[config.mk]
export PLATFORM = sky130hd
export DESIGN_NAME = interquartile_mean_filter
export DESIGN_NICKNAME = d
export VERILOG_FILES = /design/src/rtl/iqm_pkg.sv /design/src/rtl/interquartile_mean_filter.sv
export VERILOG_INCLUDE_DIRS = /design/src /design/src/rtl
export SDC_FILE = /design/constraint.sdc
export NUM_CORES = 2
export LEC_CHECK = 0
export BUFFER_PORTS_ARGS = -buffer_cell sky130_fd_sc_hd__buf_2
export CAP_MARGIN = 5
export CORE_MARGIN = 3
export CORE_UTILIZATION = 50
export DETAILED_ROUTE_END_ITERATION = 8
export PLACE_DENSITY = 0.65
export REMOVE_ABC_BUFFERS = 1
export SYNTH_ARGS = -nofsm -noshare
export SYNTH_HDL_FRONTEND = slang
export SYNTH_SLANG_ARGS = --single-unit
[constraint.sdc]
create_clock -name aclk -period 7.7 [get_ports aclk]
set_clock_uncertainty 0.1 [all_clocks]
set_input_delay 0.77 -clock aclk [delete_from_list [all_inputs] [get_ports aclk]]
set_output_delay 0.77 -clock aclk [all_outputs]
set_load 0.01 [all_outputs]
[src/rtl/interquartile_mean_filter_defines.svh]
// Assertion macros shared by the interquartile mean filter RTL.
`ifndef INTERQUARTILE_MEAN_FILTER_DEFINES_SVH
`define INTERQUARTILE_MEAN_FILTER_DEFINES_SVH

// Same-cycle implication, checked on aclk outside reset
`define IQM_ASSERT_NOW(label, ante, cons) \
    label: assert property (@(posedge aclk) disable iff (!aresetn) (ante) |-> (cons)) \
        else $error("iqm assertion failed");

// Next-cycle implication, checked on aclk outside reset
`define IQM_ASSERT_NEXT(label, ante, cons) \
    label: assert property (@(posedge aclk) disable iff (!aresetn) (ante) |=> (cons)) \
        else $error("iqm assertion failed");

`endif

[src/rtl/iqm_pkg.sv]
// Package: constants and item types of the interquartile mean filter.
`default_nettype none

package iqm_pkg;

    localparam int          MAX_SAMPLES_DEF = 64;
    localparam int          VALUE_W         = 16;
    localparam logic [15:0] OFFSET_RESET    = 16'd2889;   // about 11.2852 in Q8.8
    localparam logic [15:0] VALUE_MAX       = 16'hFFFF;

    // Operation codes carried in the op field
    localparam logic OP_STORE   = 1'b0;
    localparam logic OP_COMPUTE = 1'b1;

    typedef struct packed {
        logic               op;
        logic [VALUE_W-1:0] sample_value;
    } iqm_in_t;

    typedef struct packed {
        logic [VALUE_W-1:0] mean_value;
        logic               empty_res;
        logic               dropped;
    } iqm_out_t;

endpackage

`default_nettype wire

[src/rtl/interquartile_mean_filter.sv]
// Top level: interquartile mean filter with sorted sample store and serial divider.
//
//   channel   | dir | payload              | handshake
//   s_        | in  | iqm_in_t  (op, value) | s_valid / s_ready
//   m_        | out | iqm_out_t (mean,flags)| m_valid / m_ready
//   cfg_      | in  | 16-bit sample offset | cfg_wr_en, no wait
//
// A store item keeps s_ready low while the single-port walk reads and compares each stored entry
// larger than the new one and shifts it up, then puts the key (a put state when it lands at the
// bottom); a dropped item never lowers it. A compute item keeps s_ready low for a read and an add
// per middle entry and a divide step per bit, then the result state; an empty range goes straight there.
// Reset is synchronous, active low; the store itself is not cleared, only the count and control registers.
// A pending result in the output register stalls only a compute item at its end.
`default_nettype none

module interquartile_mean_filter #(
    parameter int MAX_SAMPLES = iqm_pkg::MAX_SAMPLES_DEF
) (
    input  wire logic                         aclk,
    input  wire logic                         aresetn,
    input  wire logic                         s_valid,
    output logic                              s_ready,
    input  wire iqm_pkg::iqm_in_t             s_data,
    output logic                              m_valid,
    input  wire logic                         m_ready,
    output iqm_pkg::iqm_out_t                 m_data,
    input  wire logic                         cfg_wr_en,
    input  wire logic [iqm_pkg::VALUE_W-1:0]  cfg_wr_data
);

    import iqm_pkg::*;

`include "interquartile_mean_filter_defines.svh"

    localparam int AW    = $clog2(MAX_SAMPLES);
    localparam int CW    = $clog2(MAX_SAMPLES + 1);
    localparam int SUM_W = VALUE_W + AW;
    localparam int BW    = $clog2(SUM_W);

    typedef enum logic [2:0] {
        ST_IDLE,
        ST_INS_RD,
        ST_INS_CMP,
        ST_INS_PUT,
        ST_SUM_RD,
        ST_SUM_ACC,
        ST_DIV,
        ST_RES
    } state_t;

    state_t              state_reg;
    logic [VALUE_W-1:0]  offset_reg;
    logic [CW-1:0]       count_reg;
    logic                overflow_reg;
    logic [AW-1:0]       idx_reg;
    logic [AW-1:0]       end_reg;
    logic [CW-1:0]       len_reg;
    logic [VALUE_W-1:0]  key_reg;
    logic [SUM_W-1:0]    sum_reg;
    logic [CW-1:0]       rem_reg;
    logic [BW-1:0]       bit_reg;
    logic                empty_reg;
    logic                drop_reg;
    logic                m_valid_reg;
    iqm_out_t            m_data_reg;

    logic [VALUE_W-1:0]  mem [MAX_SAMPLES];
    logic [VALUE_W-1:0]  rd_data_reg;

    logic                s_fire;
    logic                out_free;
    logic [VALUE_W:0]    offs_sum;
    logic [VALUE_W-1:0]  key_next;
    logic [CW+1:0]       three_n;
    logic [CW-1:0]       lo_next;
    logic [CW-1:0]       hi_next;
    logic                mem_wr_en;
    logic [AW-1:0]       mem_rd_addr;
    logic [VALUE_W-1:0]  mem_wr_data;
    logic [CW:0]         rem_shift;
    logic                rem_ge;
    logic [CW:0]         rem_diff;
    logic                sum_last;

    assign s_ready  = (state_reg == ST_IDLE);
    assign s_fire   = s_valid && s_ready;
    assign out_free = !m_valid_reg || m_ready;
    assign m_valid  = m_valid_reg;
    assign m_data   = m_data_reg;

    // Add the offset and saturate at full scale
    assign offs_sum = {1'b0, s_data.sample_value} + {1'b0, offset_reg};
    assign key_next = offs_sum[VALUE_W] ? VALUE_MAX : offs_sum[VALUE_W-1:0];

    // Middle range bounds: from (n-1)/4 up to, not including, 3n/4
    assign three_n = {2'b00, count_reg} + {1'b0, count_reg, 1'b0};
    assign lo_next = (count_reg == '0) ? '0 : ((count_reg - 1'b1) >> 2);
    assign hi_next = three_n[CW+1:2];

    // Memory port control
    assign mem_rd_addr = (state_reg == ST_INS_RD) ? (idx_reg - 1'b1) : idx_reg;
    assign mem_wr_en   = (state_reg == ST_INS_PUT) || (state_reg == ST_INS_CMP);
    assign mem_wr_data = ((state_reg == ST_INS_CMP) && (rd_data_reg > key_reg))
                         ? rd_data_reg : key_reg;

    // Restoring divide step
    assign rem_shift = {rem_reg, sum_reg[SUM_W-1]};
    assign rem_ge    = rem_shift >= {1'b0, len_reg};
    assign rem_diff  = rem_shift - {1'b0, len_reg};

    assign sum_last  = ((AW+1)'(idx_reg) + 1'b1) == {1'b0, end_reg};

    // Sample store: one write, one registered read per cycle
    always_ff @(posedge aclk) begin
        if (mem_wr_en) begin
            mem[idx_reg] <= mem_wr_data;
        end
        rd_data_reg <= mem[mem_rd_addr];
    end

    // Sequencer, control and result register
    always_ff @(posedge aclk) begin
        if (!aresetn) begin
            state_reg    <= ST_IDLE;
            offset_reg   <= OFFSET_RESET;
            count_reg    <= '0;
            overflow_reg <= 1'b0;
            m_valid_reg  <= 1'b0;
        end else begin
            if (cfg_wr_en) begin
                offset_reg <= cfg_wr_data;
            end
            // Release the result once taken, unless a new one is posted this cycle
            if (m_valid_reg && m_ready && (state_reg != ST_RES)) begin
                m_valid_reg <= 1'b0;
            end

            unique case (state_reg)
                ST_IDLE: begin
                    if (s_fire) begin
                        if (s_data.op == OP_STORE) begin
                            key_reg <= key_next;
                            idx_reg <= count_reg[AW-1:0];
                            if (count_reg == CW'(MAX_SAMPLES)) begin
                                overflow_reg <= 1'b1;
                            end else if (count_reg == '0) begin
                                state_reg <= ST_INS_PUT;
                            end else begin
                                state_reg <= ST_INS_RD;
                            end
                        end else begin
                            // Snapshot the bounds and drop flag, then empty the store by clearing the count
                            drop_reg     <= overflow_reg;
                            overflow_reg <= 1'b0;
                            count_reg    <= '0;
                            idx_reg      <= lo_next[AW-1:0];
                            end_reg      <= hi_next[AW-1:0];
                            len_reg      <= hi_next - lo_next;
                            sum_reg      <= '0;
                            rem_reg      <= '0;
                            bit_reg      <= BW'(SUM_W - 1);
                            if (hi_next > lo_next) begin
                                empty_reg <= 1'b0;
                                state_reg <= ST_SUM_RD;
                            end else begin
                                empty_reg <= 1'b1;
                                state_reg <= ST_RES;
                            end
                        end
                    end
                end
                ST_INS_RD: begin
                    state_reg <= ST_INS_CMP;
                end
                ST_INS_CMP: begin
                    // Shift a larger entry up, or drop the key into its slot
                    if (rd_data_reg > key_reg) begin
                        idx_reg   <= idx_reg - 1'b1;
                        state_reg <= (idx_reg == AW'(1)) ? ST_INS_PUT : ST_INS_RD;
                    end else begin
                        count_reg <= count_reg + 1'b1;
                        state_reg <= ST_IDLE;
                    end
                end
                ST_INS_PUT: begin
                    count_reg <= count_reg + 1'b1;
                    state_reg <= ST_IDLE;
                end
                ST_SUM_RD: begin
                    state_reg <= ST_SUM_ACC;
                end
                ST_SUM_ACC: begin
                    sum_reg   <= sum_reg + SUM_W'(rd_data_reg);
                    idx_reg   <= idx_reg + 1'b1;
                    state_reg <= sum_last ? ST_DIV : ST_SUM_RD;
                end
                ST_DIV: begin
                    rem_reg <= rem_ge ? rem_diff[CW-1:0] : rem_shift[CW-1:0];
                    sum_reg <= {sum_reg[SUM_W-2:0], rem_ge};
                    bit_reg <= bit_reg - 1'b1;
                    if (bit_reg == '0) begin
                        state_reg <= ST_RES;
                    end
                end
                ST_RES: begin
                    // Hold until the output register is free
                    if (out_free) begin
                        m_data_reg.mean_value <= sum_reg[VALUE_W-1:0];
                        m_data_reg.empty_res  <= empty_reg;
                        m_data_reg.dropped    <= drop_reg;
                        m_valid_reg           <= 1'b1;
                        state_reg             <= ST_IDLE;
                    end
                end
                default: begin
                    state_reg <= ST_IDLE;
                end
            endcase
        end
    end

    `IQM_ASSERT_NOW(a_count_bound, 1'b1, count_reg <= CW'(MAX_SAMPLES))
    `IQM_ASSERT_NOW(a_div_nonzero, state_reg == ST_DIV, len_reg != '0)
    `IQM_ASSERT_NEXT(a_full_drop,
        s_fire && (s_data.op == OP_STORE) && (count_reg == CW'(MAX_SAMPLES)),
        overflow_reg && (count_reg == CW'(MAX_SAMPLES)))
    `IQM_ASSERT_NEXT(a_compute_clears, s_fire && (s_data.op == OP_COMPUTE),
        (count_reg == '0) && !overflow_reg)
    `IQM_ASSERT_NOW(a_empty_no_mean, m_valid_reg && m_data_reg.empty_res,
        m_data_reg.mean_value == '0)

endmodule

`default_nettype wire
# --- Word level (Yosys, flattened, before mapping) ---
# Memories as Yosys holds them, arrays and structs flattened. A register that Yosys moved wholly into a read port is not among the register bits.
# Index checks and enable logic that the tools add are counted.
totals:
  input_bits: 38
  memories: 1
  latchBits: 0
  output_inout_bits: 20
  romBits: 0
  ff_bits: 117
  mem_bits_rw: 1024
memory_table:
  columns: ["name", "depth", "word_bits", "rd", "rd_clocked_by_memory_dff", "wr", "line_no", "rtl"]
  rows:
  - ["mem", 64, 16, 1, 1, 1, "interquartile_mean_filter.sv:67", "logic [VALUE_W-1:0] mem [MAX_SAMPLES];"]
op_classes:
  n_div: 0
  shift: 0
  n_reduce_logical: 24
  multipliers: 0
  eq_ne: 18
  n_mux: 38
  bitwise_logic: 1
  n_addsub: 11
  magnitude_cmp: 3
ops:
  columns: ["op", "count"]
  rows:
  - ["$pmux W22 S3", 1]
  - ["$mux W22", 2]
  - ["$mux W7", 4]
  - ["$reduce_and A4 Y1", 7]
  - ["$mux W6", 4]
  - ["$pmux W3 S8", 1]
  - ["$add A22 B16 Y22", 1]
  - ["$pmux W7 S3", 1]
  - ["$pmux W6 S3", 1]
  - ["$add A16 B16 Y17", 1]
  - ["$gt A16 B16 Y1", 1]
  - ["$mux W16", 1]
  - ["$mux W3", 5]
  - ["$mux W5", 3]
  - ["$pmux W7 S2", 1]
  - ["$eq A3 B3 Y1 const B", 4]
  - ["$mux W2", 5]
  - ["$pmux W5 S2", 1]
  - ["$add A7 B8 Y9", 1]
  - ["$reduce_bool A3 Y1", 3]
  - ["$ge A8 B7 Y1", 1]
  - ["$mux W1", 8]
  - ["$add A6 B1 Y7 const B", 1]
  - ["$add A7 B1 Y7 const B", 1]
  - ["24 further kinds", 36]

# --- Depth between registers and ports, before layout ---
depth:
  word_depth: 7
  ltp_mapped: 16
  mapped_depth_nobuf: 14

# --- Least setup slack after synthesis ---
# OpenSTA, ideal clock, no wires.
synth_path:
  path_type: "register to register"
  startpoint: "register key_reg[9]"
  endpoint: "memory mem[0][0] (data pin)"
  period_less_slack_ps: 5182
  path_buffers: 1
  stages_incl_launch_ff: 10
  t_required_ps: 6898
  setup_slack_ps: 2518
  arrival_ps: 4379
  path_cell_list: "edfxtp_1 inv_1 ha_1 and4_1 nand4_1 a21oi_1 and4b_1 or3_1 clkbuf_1 o21ai_0"
synth_between:
  elab_chain_cells: 3
synth_rtl:
  columns: ["item", "line_no", "rtl"]
  rows:
  - ["start: declaration", "interquartile_mean_filter.sv:58", "logic [VALUE_W-1:0] key_reg;"]
  - ["start signal: assignment", "interquartile_mean_filter.sv:142", "key_reg <= key_next;"]
  - ["$gt A16 B16 Y1", "interquartile_mean_filter.sv:103", "assign mem_wr_data = ((state_reg == ST_INS_CMP) && (rd_data_reg > key_reg))"]
  - ["$logic_and A1 B1 Y1", "interquartile_mean_filter.sv:103", null]
  - ["$mux W16", "interquartile_mean_filter.sv:104", "? rd_data_reg : key_reg;"]
  - ["named net mem_wr_data[0]", "interquartile_mean_filter.sv:79", "logic [VALUE_W-1:0] mem_wr_data;"]
  - ["end: declaration", "interquartile_mean_filter.sv:67", null]
# The timed path passes the listed nets, and every way through them passes these cells.

# --- Worst setup path in the final report ---
layout_path:
  startpoint: "register state_reg[0]"
  endpoint: "register rd_data_reg[13], read port of mem"
layout_between:
  elab_chain_cells: 2
layout_rtl:
  columns: ["item", "line_no", "rtl"]
  rows:
  - ["start: declaration", "interquartile_mean_filter.sv:51", "state_t state_reg;"]
  - ["start signal: assignment", "interquartile_mean_filter.sv:179", "state_reg <= (idx_reg == AW'(1)) ? ST_INS_PUT : ST_INS_RD;"]
  - ["start signal: assignment", "interquartile_mean_filter.sv:195", "state_reg <= sum_last ? ST_DIV : ST_SUM_RD;"]
  - ["$eq A3 B1 Y1", "interquartile_mean_filter.sv:101", "assign mem_rd_addr = (state_reg == ST_INS_RD) ? (idx_reg - 1'b1) : idx_reg;"]
  - ["$mux W6", "interquartile_mean_filter.sv:101", null]
  - ["end: declaration", "interquartile_mean_filter.sv:68", "logic [VALUE_W-1:0] rd_data_reg;"]
# Every way passes these cells.
# A chain may end at the register's enable or synchronous reset.

==> impl_metrics.toml <==
[clock_network]
clkTransAtPathRegs_ns = 0.07
cts-root-buf = "clkbuf_16"
tritoncts = "built"
clkLatencyLatePin_ns = 0.73
cts_buffers = 119
clock_path_buffers = 3
post_cts_resized = 0
htree_levels = 3
hold_buffers = 0
post_cts_buffers = 0
clock-sinks = 1157

[yosys]
yosysWarnings = 0
synth_top_area_frac = 0.615
yosys.area.top_type = "edfxtp_1"
synth.cell_area_sq_um = 54300
ys_ff_latch = 1157
synth-edff-count = 1113
synth_area_leaders = "edfxtp_1 62%, mux2i_1 11%, nand2_1 2.3%"
synthFlopType = "edfxtp_1"
synth_cell_type_count = 74
postSynth.asyncResetShare = 0
syn_inst = 3996
synth-seq-area-share = 0.631
syn_area_per_cell_sq_um = 13.6

[setup_path]
required_ns = 8.18
reg2reg_from = "state_reg[0]$_SDFFE_PN0P_"
critPathKind = "reg2reg"
reg2reg_depth = 9
worstSetupStartpointType = "register"
cp_max_fo = 51
critPathArrivalTime_ns = 5.89
r2r_end = "rd_data_reg[13]$_DFF_P_"
reg2reg_slack_ns = 2.29
end_kind = "register"

[finish]
final_common_cell = "edfxtp_1"
largest_register_ffs = 1024
mostFrequentLayoutCells = "1113 x edfxtp_1, 614 x mux2i_1, 339 x nand2_1"
drive_gt1_frac = 0.111
area_growth_pct = 11.1
multi_input_area_sq_um = 18700
nNetsFinal = 4149
regArea_sq_um = 34300
fin_util = 0.562
fill_cells = 8577

[power]
p_leak_nw = 21.2
p_sw_frac = 0.352
peakVddDrop_v = 0.000286
p_sw_mw = 7.09
seqPwrFrac = 0.380
combPwrFrac = 0.328
pwr-share-clk = 0.292
power_mw = 20.1
power_per_cell_area_nw_per_um2 = 334
internal_power_mw = 13.0

[drt]
firstDrtPassIters = 9
ant_nets = 0
wirelength_mm = 152
drt_iter0_markers = 3974
drt-vias-per-instance = 6.43
vias = 35602
wl_per_cell_microns = 27.5
drc = 0

[grt]
grt_use_total = 0.267
grt-ovfl-total = 0
grt_max_degree = 169
grt_pass1_wl_mm = 225
antenna_found_initial = 5
grt_pass1_vias = 34098

[placement]
io_buffer_count = 57
gp_congestion = 0.948
dp_hpwl_mm = 91.4

[sta]
post-route-min-period_ns = 5.41
timing.fmax_mhz = 185
maxSlewViolCount = 0
rsz0062_at_grt = "false"
final-setup-viol-count = 0
slew_headroom = 0.202
timing.final.crit_share = 0.702
tightest_slew_ns = 1.20
hold_viol_final = 0

[floorplan]
core_sq_um = 108000
dieArea_sq_um = 113000
std_cell_rows = 120
initial_core_util = 0.505
die_y_microns = 336
io_pins = 58
die_w_microns = 336

[worst_hold_path]
hold_start = "cfg_wr_data[11]"
hold-path-endpoint = "offset_reg[11]$_SDFFE_PN1P_"
holdPathStages = 3
worstHoldPathType = "in2reg"

[status]
status = "completed"

[job]
drv_cap = 0
## power groups by stage
stage	registers [mW]	clock network, mW	logic [mW]
6_report	7.65	5.87	6.61
5_1_grt	7.66	6.20	7.02
4_1_cts	7.65	5.95	6.53
3_5_place_dp	7.78	0	6.50
3_3_place_gp	7.78	0	6.47
2_1_floorplan	7.88	0	5.50
## stage by stage
stage                     cell area (sq um)  worst slack [ns]  hold WS, ns  setup TNS, ns  cells
after CTS                             60400              2.52        0.125              0   5532
after floorplan                       53100            -51.37        0.300       -4327.23   3713
final                                 60400              2.29        0.167              0   5534
after global routing                  60400              2.18        0.152              0   5533
after global placement                56400              2.70        0.314              0   5306
after detailed placement              56400              2.59        0.313              0   5306
## synthesized netlist by cell type, types with 25 or more instances
cell type / count
a2111oi_0: 64
a211oi_1: 102
a21oi_1: 151
a221o_1: 31
a22oi_1: 76
a31oi_1: 82
and2_1: 53
buf_1: 25
buf_2: 86
clkbuf_1: 158
dfxtp_1: 44
edfxtp_1: 1113
ha_1: 81
inv_1: 58
mux2i_1: 615
mux4_2: 32
nand2_1: 340
nand3_1: 128
nand4_1: 60
nor2_1: 138
nor2b_1: 113
o21ai_0: 61
xnor2_1: 34
## critical path, stage by stage, from the launching register on
cell and delay, ns:
dfxtp_1 0.55, or3b_4 0.67, o41ai_4 0.30, buf_4 0.51, and2_4 0.73, buf_4 0.43
nand3_1 0.11, a32oi_1 0.62, nand4_1 0.55, nor4_1 0.54
## layout make-up
type,count,area share
tap,1403,0.0291
clock inverter,69,0.0122
sequential,1157,0.568
timing repair buffer,191,0.0225
antenna,1,0.0000414
inverter,60,0.00375
clock buffer,157,0.0539
multi-input combinational,2496,0.310
## how the worst max path moves through the flow
stage / from / end / slack (ns) / depth (start not counted)
floorplan: state_reg[2]$_SDFFE_PN0P_ / rd_data_reg[13]$_DFF_P_ / -51.37 / 5
global placement: idx_reg[1]$_DFFE_PP_ / rd_data_reg[7]$_DFF_P_ / 2.70 / 7
detailed placement: state_reg[0]$_SDFFE_PN0P_ / rd_data_reg[13]$_DFF_P_ / 2.59 / 9
CTS: state_reg[0]$_SDFFE_PN0P_ / rd_data_reg[13]$_DFF_P_ / 2.52 / 9
global route: state_reg[0]$_SDFFE_PN0P_ / rd_data_reg[13]$_DFF_P_ / 2.18 / 9
finish: state_reg[0]$_SDFFE_PN0P_ / rd_data_reg[13]$_DFF_P_ / 2.29 / 9
## logic make-up (layout without fill, tap and decap cells)
group	Yosys count	after routing	share of synthesized area
AO/OA/AOI/OAI	765	765	0.100
XOR/XNOR	57	57	0.00919
adder cells (fa/ha/maj)	86	86	0.0205
buffers and inverters	343	477	0.0267
flip-flops	1157	1157	0.631
multiplexers	665	665	0.130
other	0	1	0
AND/OR/NAND/NOR	923	923	0.0818
## per-layer routing
metal,share of wire,global-route usage,up-vias,wire length (microns)
met3,0.088,0.0548,345,13400
met5,0.000085,0,-,13
met1,0.40,0.361,17990,61300
met2,0.46,0.423,1563,70800
li1,-,-,15702,-
met4,0.044,0.110,2,6750
No activity file was read; power rests on OpenSTA's default activity.
